[config.mk]
export PLATFORM = sky130hd
export DESIGN_NAME = hdlc_frame_decoder_crc16_unit
export DESIGN_NICKNAME = d
export VERILOG_FILES = /design/src/hdl/hdlcd_pkg.sv /design/src/hdl/hdlcd_datapath.sv /design/src/hdl/hdlcd_ctrl.sv /design/src/hdl/hdlc_frame_decoder_crc16_unit.sv
export SDC_FILE = /design/constraint.sdc
export NUM_CORES = 1
export LEC_CHECK = 0
export BUFFER_PORTS_ARGS = -buffer_cell sky130_fd_sc_hd__buf_4
export CAP_MARGIN = 15
export CORE_MARGIN = 5
export CORE_UTILIZATION = 40
export CTS_CLUSTER_SIZE = 10
export DETAILED_ROUTE_END_ITERATION = 7
export PLACE_DENSITY = 0.54
export SETUP_SLACK_MARGIN = 0.1
export SLEW_MARGIN = 20
export SYNTH_ARGS = -nofsm -noshare
export SYNTH_HDL_FRONTEND = slang
export SYNTH_SLANG_ARGS = --single-unit
[constraint.sdc]
create_clock -name clk -period 7 [get_ports clk]
set_clock_uncertainty 0.1 [all_clocks]
set_input_delay 0 -clock clk [delete_from_list [all_inputs] [get_ports clk]]
set_output_delay 0 -clock clk [all_outputs]
set_load 0.02 [all_outputs]
[src/hdl/hdlcd_pkg.sv]
// ----------------------------------------------------------------------------
// HDLC frame decoder package
// Shared constants, control/status bundles and the CRC-16 byte update.
// ----------------------------------------------------------------------------
package hdlcd_pkg;

  localparam int BUFFER_DEPTH_DEF = 64;

  localparam int BYTE_W    = 8;
  localparam int MAXP_W    = 7;
  localparam int FLEN_W    = 6;
  localparam int STATUS_W  = 2;
  localparam int CFG_IDX_W = 3;
  localparam int CRC_W     = 16;

  localparam logic [STATUS_W-1:0] ST_OK  = 2'd0;
  localparam logic [STATUS_W-1:0] ST_CRC = 2'd1;
  localparam logic [STATUS_W-1:0] ST_LEN = 2'd2;

  localparam logic [CFG_IDX_W-1:0] CFG_FLAG     = 3'd0;
  localparam logic [CFG_IDX_W-1:0] CFG_ESCAPE   = 3'd1;
  localparam logic [CFG_IDX_W-1:0] CFG_MASK     = 3'd2;
  localparam logic [CFG_IDX_W-1:0] CFG_MAX_PLEN = 3'd3;

  localparam logic [BYTE_W-1:0] FLAG_RST     = 8'h7E;
  localparam logic [BYTE_W-1:0] ESCAPE_RST   = 8'h7D;
  localparam logic [BYTE_W-1:0] MASK_RST     = 8'h20;
  localparam logic [MAXP_W-1:0] MAX_PLEN_RST = 7'd64;

  localparam logic [CRC_W-1:0] CRC_INIT = 16'hFFFF;
  localparam logic [CRC_W-1:0] CRC_POLY = 16'h1021;

  // result kind selected for the output register
  localparam logic [1:0] SEL_LEN   = 2'd0;
  localparam logic [1:0] SEL_CRC   = 2'd1;
  localparam logic [1:0] SEL_EMPTY = 2'd2;
  localparam logic [1:0] SEL_DATA  = 2'd3;

  typedef struct packed {
    logic       capture;
    logic       open;
    logic       store;
    logic       unescape;
    logic       idx_clr;
    logic       rd_issue;
    logic       idx_inc;
    logic       out_load;
    logic [1:0] out_sel;
  } cmd_t;

  typedef struct packed {
    logic is_flag;
    logic is_esc;
    logic empty;
    logic too_short;
    logic full;
    logic crc_ok;
    logic plen_gt_max;
    logic plen_zero;
    logic idx_last;
  } sts_t;

  function automatic logic [CRC_W-1:0] crc16_byte(input logic [CRC_W-1:0] crc,
                                                  input logic [BYTE_W-1:0] d);
    logic [CRC_W-1:0] c;
    c = crc ^ {d, 8'h00};
    for (int b = 0; b < BYTE_W; b++) begin
      c = c[CRC_W-1] ? ({c[CRC_W-2:0], 1'b0} ^ CRC_POLY) : {c[CRC_W-2:0], 1'b0};
    end
    return c;
  endfunction

endpackage

[src/hdl/hdlcd_datapath.sv]
// ----------------------------------------------------------------------------
// HDLC frame decoder datapath
// Configuration registers, payload buffer, running CRC, CRC tail bytes,
// readout index and the output register.
// ----------------------------------------------------------------------------
module hdlcd_datapath #(
  parameter int BUFFER_DEPTH = hdlcd_pkg::BUFFER_DEPTH_DEF
) (
  input  logic                              clk,
  input  logic                              rst,
  input  logic                              cfg_we,
  input  logic [hdlcd_pkg::CFG_IDX_W-1:0]   cfg_index,
  input  logic [hdlcd_pkg::BYTE_W-1:0]      cfg_data,
  input  logic [hdlcd_pkg::BYTE_W-1:0]      rx_byte,
  input  hdlcd_pkg::cmd_t                   cmd,
  output hdlcd_pkg::sts_t                   sts,
  output logic [hdlcd_pkg::STATUS_W-1:0]    status,
  output logic                              has_data,
  output logic [hdlcd_pkg::BYTE_W-1:0]      data_byte,
  output logic [hdlcd_pkg::FLEN_W-1:0]      frame_length,
  output logic                              last
);
  import hdlcd_pkg::*;

  localparam int CW = $clog2(BUFFER_DEPTH + 1);
  localparam int AW = $clog2(BUFFER_DEPTH);

  logic [BYTE_W-1:0] flag_byte;
  logic [BYTE_W-1:0] escape_byte;
  logic [BYTE_W-1:0] escape_mask;
  logic [MAXP_W-1:0] max_payload;

  logic [BYTE_W-1:0] byte_reg;
  logic [BYTE_W-1:0] wr_data;
  logic [CW-1:0]     count;
  logic [CW-1:0]     plen;
  logic [CRC_W-1:0]  crc;
  logic [BYTE_W-1:0] tail0;
  logic [BYTE_W-1:0] tail1;
  logic [AW-1:0]     idx;
  logic [BYTE_W-1:0] rd_data;
  logic [BYTE_W-1:0] frame_store [BUFFER_DEPTH];

  always_ff @(posedge clk) begin
    if (rst) begin
      flag_byte   <= FLAG_RST;
      escape_byte <= ESCAPE_RST;
      escape_mask <= MASK_RST;
      max_payload <= MAX_PLEN_RST;
    end else if (cfg_we) begin
      unique case (cfg_index)
        CFG_FLAG:     flag_byte   <= cfg_data;
        CFG_ESCAPE:   escape_byte <= cfg_data;
        CFG_MASK:     escape_mask <= cfg_data;
        CFG_MAX_PLEN: max_payload <= cfg_data[MAXP_W-1:0];
        default: ;
      endcase
    end
  end

  assign wr_data = cmd.unescape ? (byte_reg ^ escape_mask) : byte_reg;
  assign plen    = count - CW'(2);

  always_ff @(posedge clk) begin
    if (cmd.capture) begin
      byte_reg <= rx_byte;
    end
    if (cmd.store) begin
      frame_store[count[AW-1:0]] <= wr_data;
    end
    if (cmd.rd_issue) begin
      rd_data <= frame_store[idx];
    end
  end

  always_ff @(posedge clk) begin
    if (rst) begin
      count <= '0;
      crc   <= CRC_INIT;
    end else if (cmd.open) begin
      count <= '0;
      crc   <= CRC_INIT;
    end else if (cmd.store) begin
      count <= count + CW'(1);
      if (count >= CW'(2)) begin
        crc <= crc16_byte(crc, tail0);
      end
    end
  end

  always_ff @(posedge clk) begin
    if (cmd.store) begin
      tail0 <= tail1;
      tail1 <= wr_data;
    end
  end

  always_ff @(posedge clk) begin
    if (cmd.idx_clr) begin
      idx <= '0;
    end else if (cmd.idx_inc) begin
      idx <= idx + AW'(1);
    end
  end

  always_comb begin
    sts.is_flag     = (byte_reg == flag_byte);
    sts.is_esc      = (byte_reg == escape_byte);
    sts.empty       = (count == '0);
    sts.too_short   = (count < CW'(2));
    sts.full        = (count == CW'(BUFFER_DEPTH));
    sts.crc_ok      = (crc == {tail0, tail1});
    sts.plen_gt_max = (MAXP_W'(plen) > max_payload);
    sts.plen_zero   = (count == CW'(2));
    sts.idx_last    = ((CW'(idx) + CW'(1)) == plen);
  end

  always_ff @(posedge clk) begin
    if (cmd.out_load) begin
      unique case (cmd.out_sel)
        SEL_DATA: begin
          status       <= ST_OK;
          has_data     <= 1'b1;
          data_byte    <= rd_data;
          frame_length <= FLEN_W'(plen);
          last         <= sts.idx_last;
        end
        SEL_EMPTY: begin
          status       <= ST_OK;
          has_data     <= 1'b0;
          data_byte    <= '0;
          frame_length <= '0;
          last         <= 1'b1;
        end
        SEL_CRC: begin
          status       <= ST_CRC;
          has_data     <= 1'b0;
          data_byte    <= '0;
          frame_length <= '0;
          last         <= 1'b1;
        end
        default: begin
          status       <= ST_LEN;
          has_data     <= 1'b0;
          data_byte    <= '0;
          frame_length <= '0;
          last         <= 1'b1;
        end
      endcase
    end
  end

`ifndef NO_ASSERTIONS
  a_store_in_range: assert property (@(posedge clk) disable iff (rst)
    cmd.store |-> (count < CW'(BUFFER_DEPTH)))
    else $error("buffer write past depth");
  a_read_in_frame: assert property (@(posedge clk) disable iff (rst)
    cmd.rd_issue |-> (CW'(idx) < plen))
    else $error("readout past payload end");
  a_open_resets_count: assert property (@(posedge clk) disable iff (rst)
    cmd.open |=> (count == '0) && (crc == CRC_INIT))
    else $error("frame open did not reset count and crc");
`endif

endmodule

[src/hdl/hdlcd_ctrl.sv]
// ----------------------------------------------------------------------------
// HDLC frame decoder controller
// Decodes each captured byte, tracks frame and escape state, and sequences
// result emission and payload readout.
// ----------------------------------------------------------------------------
module hdlcd_ctrl (
  input  logic            clk,
  input  logic            rst,
  input  logic            in_valid,
  output logic            in_stall,
  output logic            out_valid,
  input  logic            out_stall,
  input  hdlcd_pkg::sts_t sts,
  output hdlcd_pkg::cmd_t cmd
);
  import hdlcd_pkg::*;

  localparam logic [2:0] S_IDLE   = 3'd0;
  localparam logic [2:0] S_EXEC   = 3'd1;
  localparam logic [2:0] S_EMIT   = 3'd2;
  localparam logic [2:0] S_RISSUE = 3'd3;
  localparam logic [2:0] S_RLOAD  = 3'd4;

  logic [2:0] state;
  logic [2:0] state_next;
  logic       framing;
  logic       framing_next;
  logic       esc;
  logic       esc_next;
  logic [1:0] sel;
  logic [1:0] sel_next;
  logic       out_free;

  assign in_stall = (state != S_IDLE);
  assign out_free = !out_valid || !out_stall;

  always_comb begin
    cmd          = '0;
    state_next   = state;
    framing_next = framing;
    esc_next     = esc;
    sel_next     = sel;
    unique case (state)
      S_IDLE: begin
        if (in_valid) begin
          cmd.capture = 1'b1;
          state_next  = S_EXEC;
        end
      end
      S_EXEC: begin
        state_next = S_IDLE;
        priority if (sts.is_flag) begin
          if (!framing) begin
            cmd.open     = 1'b1;
            framing_next = 1'b1;
            esc_next     = 1'b0;
          end else begin
            framing_next = 1'b0;
            priority if (sts.empty) begin
              state_next = S_IDLE;
            end else if (sts.too_short) begin
              sel_next   = SEL_LEN;
              state_next = S_EMIT;
            end else if (!sts.crc_ok) begin
              sel_next   = SEL_CRC;
              state_next = S_EMIT;
            end else if (sts.plen_gt_max) begin
              sel_next   = SEL_LEN;
              state_next = S_EMIT;
            end else if (sts.plen_zero) begin
              sel_next   = SEL_EMPTY;
              state_next = S_EMIT;
            end else begin
              cmd.idx_clr = 1'b1;
              state_next  = S_RISSUE;
            end
          end
        end else if (!framing) begin
          state_next = S_IDLE;
        end else if (sts.is_esc) begin
          esc_next = 1'b1;
        end else if (!sts.full) begin
          cmd.store    = 1'b1;
          cmd.unescape = esc;
          esc_next     = 1'b0;
        end else begin
          esc_next     = 1'b0;
          framing_next = 1'b0;
          sel_next     = SEL_LEN;
          state_next   = S_EMIT;
        end
      end
      S_EMIT: begin
        if (out_free) begin
          cmd.out_load = 1'b1;
          cmd.out_sel  = sel;
          state_next   = S_IDLE;
        end
      end
      S_RISSUE: begin
        cmd.rd_issue = 1'b1;
        state_next   = S_RLOAD;
      end
      S_RLOAD: begin
        if (out_free) begin
          cmd.out_load = 1'b1;
          cmd.out_sel  = SEL_DATA;
          cmd.idx_inc  = 1'b1;
          state_next   = sts.idx_last ? S_IDLE : S_RISSUE;
        end
      end
      default: begin
        state_next = S_IDLE;
      end
    endcase
  end

  always_ff @(posedge clk) begin
    if (rst) begin
      state     <= S_IDLE;
      framing   <= 1'b0;
      esc       <= 1'b0;
      out_valid <= 1'b0;
    end else begin
      state   <= state_next;
      framing <= framing_next;
      esc     <= esc_next;
      if (cmd.out_load) begin
        out_valid <= 1'b1;
      end else if (!out_stall) begin
        out_valid <= 1'b0;
      end
    end
  end

  always_ff @(posedge clk) begin
    sel <= sel_next;
  end

`ifndef NO_ASSERTIONS
  a_load_when_free: assert property (@(posedge clk) disable iff (rst)
    cmd.out_load |-> out_free)
    else $error("output register overwritten");
  a_store_inside: assert property (@(posedge clk) disable iff (rst)
    cmd.store |-> framing && !sts.full && !sts.is_flag)
    else $error("store outside a frame");
  a_open_clears_esc: assert property (@(posedge clk) disable iff (rst)
    cmd.open |=> framing && !esc)
    else $error("frame open left escape pending");
`endif

endmodule

[src/hdl/hdlc_frame_decoder_crc16_unit.sv]
// ----------------------------------------------------------------------------
// HDLC frame decoder with CRC-16 check
// An input byte is captured, then decoded in the controller.
// Single results (errors, empty frame) are loaded in the emit state after
// decode. A good frame is read out of the payload buffer byte by byte (one
// buffer read, one output load); each output load waits out any output stall.
// Reset clears frame state and restores default delimiter, escape, mask and
// length limit; the payload buffer is not cleared.
// ----------------------------------------------------------------------------
module hdlc_frame_decoder_crc16_unit #(
  parameter int BUFFER_DEPTH = hdlcd_pkg::BUFFER_DEPTH_DEF
) (
  input  logic                              clk,
  input  logic                              rst,
  input  logic                              cfg_we,
  input  logic [hdlcd_pkg::CFG_IDX_W-1:0]   cfg_index,
  input  logic [hdlcd_pkg::BYTE_W-1:0]      cfg_data,
  input  logic                              in_valid,
  output logic                              in_stall,
  input  logic [hdlcd_pkg::BYTE_W-1:0]      rx_byte,
  output logic                              out_valid,
  input  logic                              out_stall,
  output logic [hdlcd_pkg::STATUS_W-1:0]    status,
  output logic                              has_data,
  output logic [hdlcd_pkg::BYTE_W-1:0]      data_byte,
  output logic [hdlcd_pkg::FLEN_W-1:0]      frame_length,
  output logic                              last
);
  import hdlcd_pkg::*;

  cmd_t cmd;
  sts_t sts;

  hdlcd_ctrl u_ctrl (
    .clk       (clk),
    .rst       (rst),
    .in_valid  (in_valid),
    .in_stall  (in_stall),
    .out_valid (out_valid),
    .out_stall (out_stall),
    .sts       (sts),
    .cmd       (cmd)
  );

  hdlcd_datapath #(
    .BUFFER_DEPTH (BUFFER_DEPTH)
  ) u_datapath (
    .clk          (clk),
    .rst          (rst),
    .cfg_we       (cfg_we),
    .cfg_index    (cfg_index),
    .cfg_data     (cfg_data),
    .rx_byte      (rx_byte),
    .cmd          (cmd),
    .sts          (sts),
    .status       (status),
    .has_data     (has_data),
    .data_byte    (data_byte),
    .frame_length (frame_length),
    .last         (last)
  );

endmodule
Word level (Yosys, flattened, before mapping)
Memories as Yosys holds them, arrays and structs flattened. A register that Yosys moved wholly into a read port is not among the register bits.
Index checks and enable logic that the tools add are counted.
Widths: inputs -> output; s select.

word-level totals
  memories = 1
  latch bits = 0
  register bits = 110
  bits in writable memories = 512
  ROM bits = 0

memory list
  name                    depth  width  read ports  clocked after memory_dff  write ports  line                  text
  u_datapath.frame_store  64     8      1           1                         1            hdlcd_datapath.sv:42  logic [BYTE_W-1:0] frame_store [BUFFER_DEPTH];

cells by class
  equality and inequality tests = 24
  bitwise operators = 10
  multiply operators = 0
  order comparisons = 3
  mux-type cells = 69
  add/subtract/negate cells = 4
  shift operators = 0
  divide/modulo/power cells = 0
  reduce and logical (&&, ||, !) cells = 19

operator list
  kind                 number
  $mux 13              8
  $mux 3               11
  $mux 2               16
  $mux 1               28
  $not 3->3            8
  $eq 16x16->1         1
  $eq 8x8->1           2
  $xor 16x16->16       1
  $pmux 3 s5           1
  $eq 3x2->1 const B   4
  $reduce_and 2->1     5
  $mux 4               2
  $mux 8               1
  $ne 2x1->1 const B   4
  $xor 8x8->8          1
  $add 6x1->7 const B  1
  $add 7x1->7 const B  1
  $eq 7x2->1 const B   1
  $eq 7x7->1           1
  $eq 7x7->1 const B   1
  $ge 7x2->1 const B   1
  $gt 7x7->1           1
  $logic_not 7->1      1
  $lt 7x2->1 const B   1
  18 further kinds     27

Longest topological paths before layout
  depth in word-level cells = 17
  gate-level depth with buffers = 13
  gate-level depth less buffers = 12

Modules after synthesis
From an unflattened synthesis, not the netlist that was laid out.

second synthesis, totals
  cell total of the unflattened synthesis = 1416
  area total of the unflattened synthesis = 25254.2 um2

modules (own cells, without submodules)
  module          seq. area each (um2)  cells each  instances  area an instance (um2)
  hdlcd_datapath  18077.3               1353        1          24737.5
  hdlcd_ctrl      180.2                 63          1          516.7

Least setup slack after synthesis
OpenSTA, ideal clock, no wires.

  path kind = register to register
  from = register u_datapath.count[1]
  to = memory u_datapath.frame_store[0][0] (data pin)
  library setup time = 0.573 ns
  buffers on the path = 1
  path slack = 2.756 ns
  data arrival time = 3.572 ns
  cell stages (with the launch flop) = 10
  period minus slack after synthesis = 4.244 ns
  path through = dfxtp_1 > inv_1 > ha_1 > nand2_1 > nor3_1 > nor4b_1 > and2_1 > clkbuf_1 > nand2_1 > xnor2_1

on the way
  word-level cells in the longest chain between the ends = 7

RTL lines
  what                       line                   text
  start: declaration         hdlcd_datapath.sv:35   logic [CW-1:0] count;
  start signal: assignment   hdlcd_datapath.sv:84   count <= count + CW'(1);
  $eq 7x7->1                 hdlcd_datapath.sv:111  sts.full = (count == CW'(BUFFER_DEPTH));
  $mux 2                     hdlcd_ctrl.sv:82       end else if (!sts.full) begin
  $mux 2                     hdlcd_ctrl.sv:80       end else if (sts.is_esc) begin
  $mux 2                     hdlcd_ctrl.sv:78       end else if (!framing) begin
  $mux 2                     hdlcd_ctrl.sv:52       priority if (sts.is_flag) begin
  $mux 4                     hdlcd_ctrl.sv:43       unique case (state)
  $mux 8                     hdlcd_datapath.sv:61   assign wr_data = cmd.unescape ? (byte_reg ^ escape_mask) : byte_reg;
  via u_datapath.wr_data[0]  hdlcd_datapath.sv:34   logic [BYTE_W-1:0] wr_data;
  end: declaration           hdlcd_datapath.sv:42

The timed path passes the listed nets, and every way through them passes these cells.

Worst setup path after layout
  from = register u_datapath.count[3]
  to = memory u_datapath.frame_store[20][0], enable pin

on the way
  word-level cells in the longest chain between the ends = 8

RTL lines
  what                          line                   text
  $eq 7x7->1                    hdlcd_datapath.sv:111
  $mux 2                        hdlcd_ctrl.sv:82
  $mux 2                        hdlcd_ctrl.sv:80
  $mux 2                        hdlcd_ctrl.sv:78
  $mux 2                        hdlcd_ctrl.sv:52
  $mux 4                        hdlcd_ctrl.sv:43
  $mux 1                        hdlcd_datapath.sv:68   if (cmd.store) begin
  $mux 1 (not written as such)  hdlcd_datapath.sv:69   frame_store[count[AW-1:0]] <= wr_data;

Several ways; a longest one is shown, not always the timed one.

==> impl_metrics.json <==
{
  "synth-adder-area-share": 0.00847,
  "numCtsBuffers": 74,
  "yosysWarnings": 0,
  "ir_drop_mv": 0.130,
  "routed_wl_mm": 56.5,
  "syn2layout_area_growth_pct": 15.2,
  "via_per_inst": 5.32,
  "cp.arrival_ps": 4050,
  "hold_start": "rx_byte[2]",
  "path_class": "flip-flop to flip-flop",
  "die_w_um": 261,
  "maxSlewHeadroom": 0.382,
  "synthXorXnorAreaFrac": 0.0282,
  "core-area_sq_mm": 0.0619,
  "synth_cell_types": 47,
  "cp-start-kind": "flip-flop",
  "synth_edf_count": 564,
  "htreeDepth": 3,
  "cap_violations": 0,
  "fmax_mhz": 254,
  "whs_path_depth": 2,
  "vias": 12300,
  "grt_pass1_wl_mm": 85.2,
  "synthesis.area_sq_mm": 0.0251,
  "min_to": "u_datapath.byte_reg[2]",
  "synth_cells": 1327,
  "outcome": "finished clean",
  "die_y_um": 261,
  "drc": 0,
  "cts_root_buf": "clkbuf_16",
  "fin_tns_setup_ps": 0,
  "clockBufferDepth": 3,
  "slew_violations": 0,
  "fillers": 5211,
  "final_hold_viol_count": 0,
  "place_area_sq_mm": 0.0264,
  "power_density_mw_per_mm2": 265,
  "rows": 91,
  "fin_util": 0.467,
  "setup_viol": 0,
  "synth_common_cells": "edfxtp_1 (564), mux4_2 (165), nor2_1 (93)",
  "synth_compound_area_frac": 0.0193,
  "dr.first_iter.drc_count": 1242,
  "routabilityCongestion": 0.786,
  "p_leak_nw": 8.87,
  "startpoint": "u_datapath.count[3]",
  "synth.largest_area_cell": "edfxtp_1",
  "clkTransAtPathRegs_ps": 60,
  "synthTopCellsByArea": "edfxtp_1 (67%), mux4_2 (15%), dfxtp_1 (5.3%)",
  "yosysSeqAreaShare": 0.727,
  "syn_avg_cell_area_sq_um": 18.9,
  "rsz0062_at_grt": "false",
  "largest_reg_flops": 512,
  "ff2ff_path_depth": 7,
  "cts_tree": "done",
  "grt_overflow": 0,
  "drtAntennaViolNets": 0,
  "layout-drive-gt1-share": 0.224,
  "routedWlPerCell_um": 24.5,
  "clk_latency_ps": 600,
  "nets": 1479,
  "layout_min_cycle_time_ps": 3940,
  "portBuffers": 43,
  "antenna_found_initial": 1,
  "synth.most_common_cell": "edfxtp_1",
  "grt_pass1_vias": 12900,
  "synthFlopType": "edfxtp_1",
  "grt_max_degree": 77,
  "synth.top_cell.area_share": 0.675,
  "worstPathMaxFanout": 26,
  "r2r_slack_ps": 3060,
  "multi_input_area_sq_mm": 0.00659,
  "grt_usage": 0.169,
  "yosys_register_bits": 630,
  "seqCellArea_sq_mm": 0.0183,
  "timing.rr.start": "u_datapath.count[3]",
  "clock_sinks": 630,
  "hp-class": "primary input to flip-flop",
  "pin_count": 44,
  "synthMuxAreaShare": 0.154,
  "r2r_end": "u_datapath.frame_store[20][0]",
  "start_util": 0.405,
  "synth_top_family_by_area": "multiplexers",
  "end_kind": "flip-flop",
  "design.die.area_sq_mm": 0.0679,
  "hpwl_mm": 33.7,
  "period_share": 0.562,
  "required_ps": 7120,
  "design_area_sq_mm": 0.0289,
  "postSynth.asyncResetShare": 0,
  "syn_nets": 1368,
  "drtPass1Iterations": 5,
  "cts_resized": 0,
  "antenna_cells": 0,
  "worst_pin_slew_ps": 927,
  "yosys.area_share.simple": 0.0497
}
critical path, cell delays in order (launching register included):
cell and delay [ps]:
dfxtp_1 590, or3_1 470, nor3_1 140, nor4b_2 270, buf_4 380, and2_1 250
nand2_1 480, nor2_1 860
kinds of logic (layout without fill, tap and decap cells):
| family | after synthesis | in the layout |
|---|---|---|
| buffers and inverters | 79 | 222 |
| flip-flops | 630 | 630 |
| multiplexers | 179 | 179 |
| AO/OA/AOI/OAI | 73 | 73 |
| adder cells (fa/ha/maj) | 17 | 17 |
| AND/OR/NAND/NOR | 270 | 270 |
| XOR/XNOR | 79 | 79 |
area by class of cell:
| type | instances | share of cell area |
|---|---|---|
| Clock buffer | 99 | 0.0691 |
| Clock inverter | 9 | 0.00273 |
| Inverter | 14 | 0.00182 |
| Multi-Input combinational cell | 618 | 0.228 |
| Sequential cell | 630 | 0.632 |
| Tap cell | 837 | 0.0362 |
| Timing Repair Buffer | 100 | 0.0302 |
how the worst max path moves through the flow:
stage                                          to  slack, ps  cells past startpoint
finish              u_datapath.frame_store[20][0]       3060                      7
global route        u_datapath.frame_store[29][1]       2860                      7
CTS                 u_datapath.frame_store[32][1]       3080                      7
detailed placement  u_datapath.frame_store[36][1]       3080                      7
global placement     u_datapath.frame_store[7][7]       3140                      6
floorplan            u_datapath.frame_store[0][0]       2760                      9
routing by layer:
layer	vias to the layer above	track usage	share of wire
met5	-	0	0.00035
met4	2	0.0462	0.019
met3	73	0.0300	0.052
met2	319	0.270	0.48
met1	6414	0.242	0.45
li1	5464	-	-
cell usage in the layout, fill, tap and decap left out, types with 4 or more instances in the layout:
cell type,instances
inv_1,14
nand3b_1,4
clkbuf_1,22
nand3_1,13
and2_1,20
dfxtp_1,63
nor2_1,92
a211o_1,12
nand4_1,10
ha_1,17
xnor2_2,8
nor2b_1,19
o21ai_0,7
or3_1,4
nand2_1,82
xnor2_1,45
buf_4,59
mux2i_1,11
o211ai_1,15
clkbuf_16,76
dlygate4sd3_1,39
mux4_2,165
xor2_1,25
nor3_1,9
edfxtp_1,564
a21oi_1,26
where the power goes:
part,switching (mW),total (mW),internal (mW)
clock,1.42,3.40,1.98
sequential,0.00902,4.12,4.11
combinational,0.0925,0.136,0.0433
what timing repair did:
action	in CTS	in global routing
buffers inserted	0	0
hold buffers	39	0
hold endpoints to repair	63	0
metrics by stage:
stage	worst slack, ps	hold slack [ps]	power, mW	cells
after floorplan	2760	-1.13	4.25	1327
after global placement	3140	88.8	4.31	2160
after detailed placement	3080	84.7	4.32	2160
after CTS	3080	4.27	7.74	2307
after global routing	2860	27.8	7.90	2307
final	3060	31.7	7.65	2307
Power figures use the tool's default switching activity.
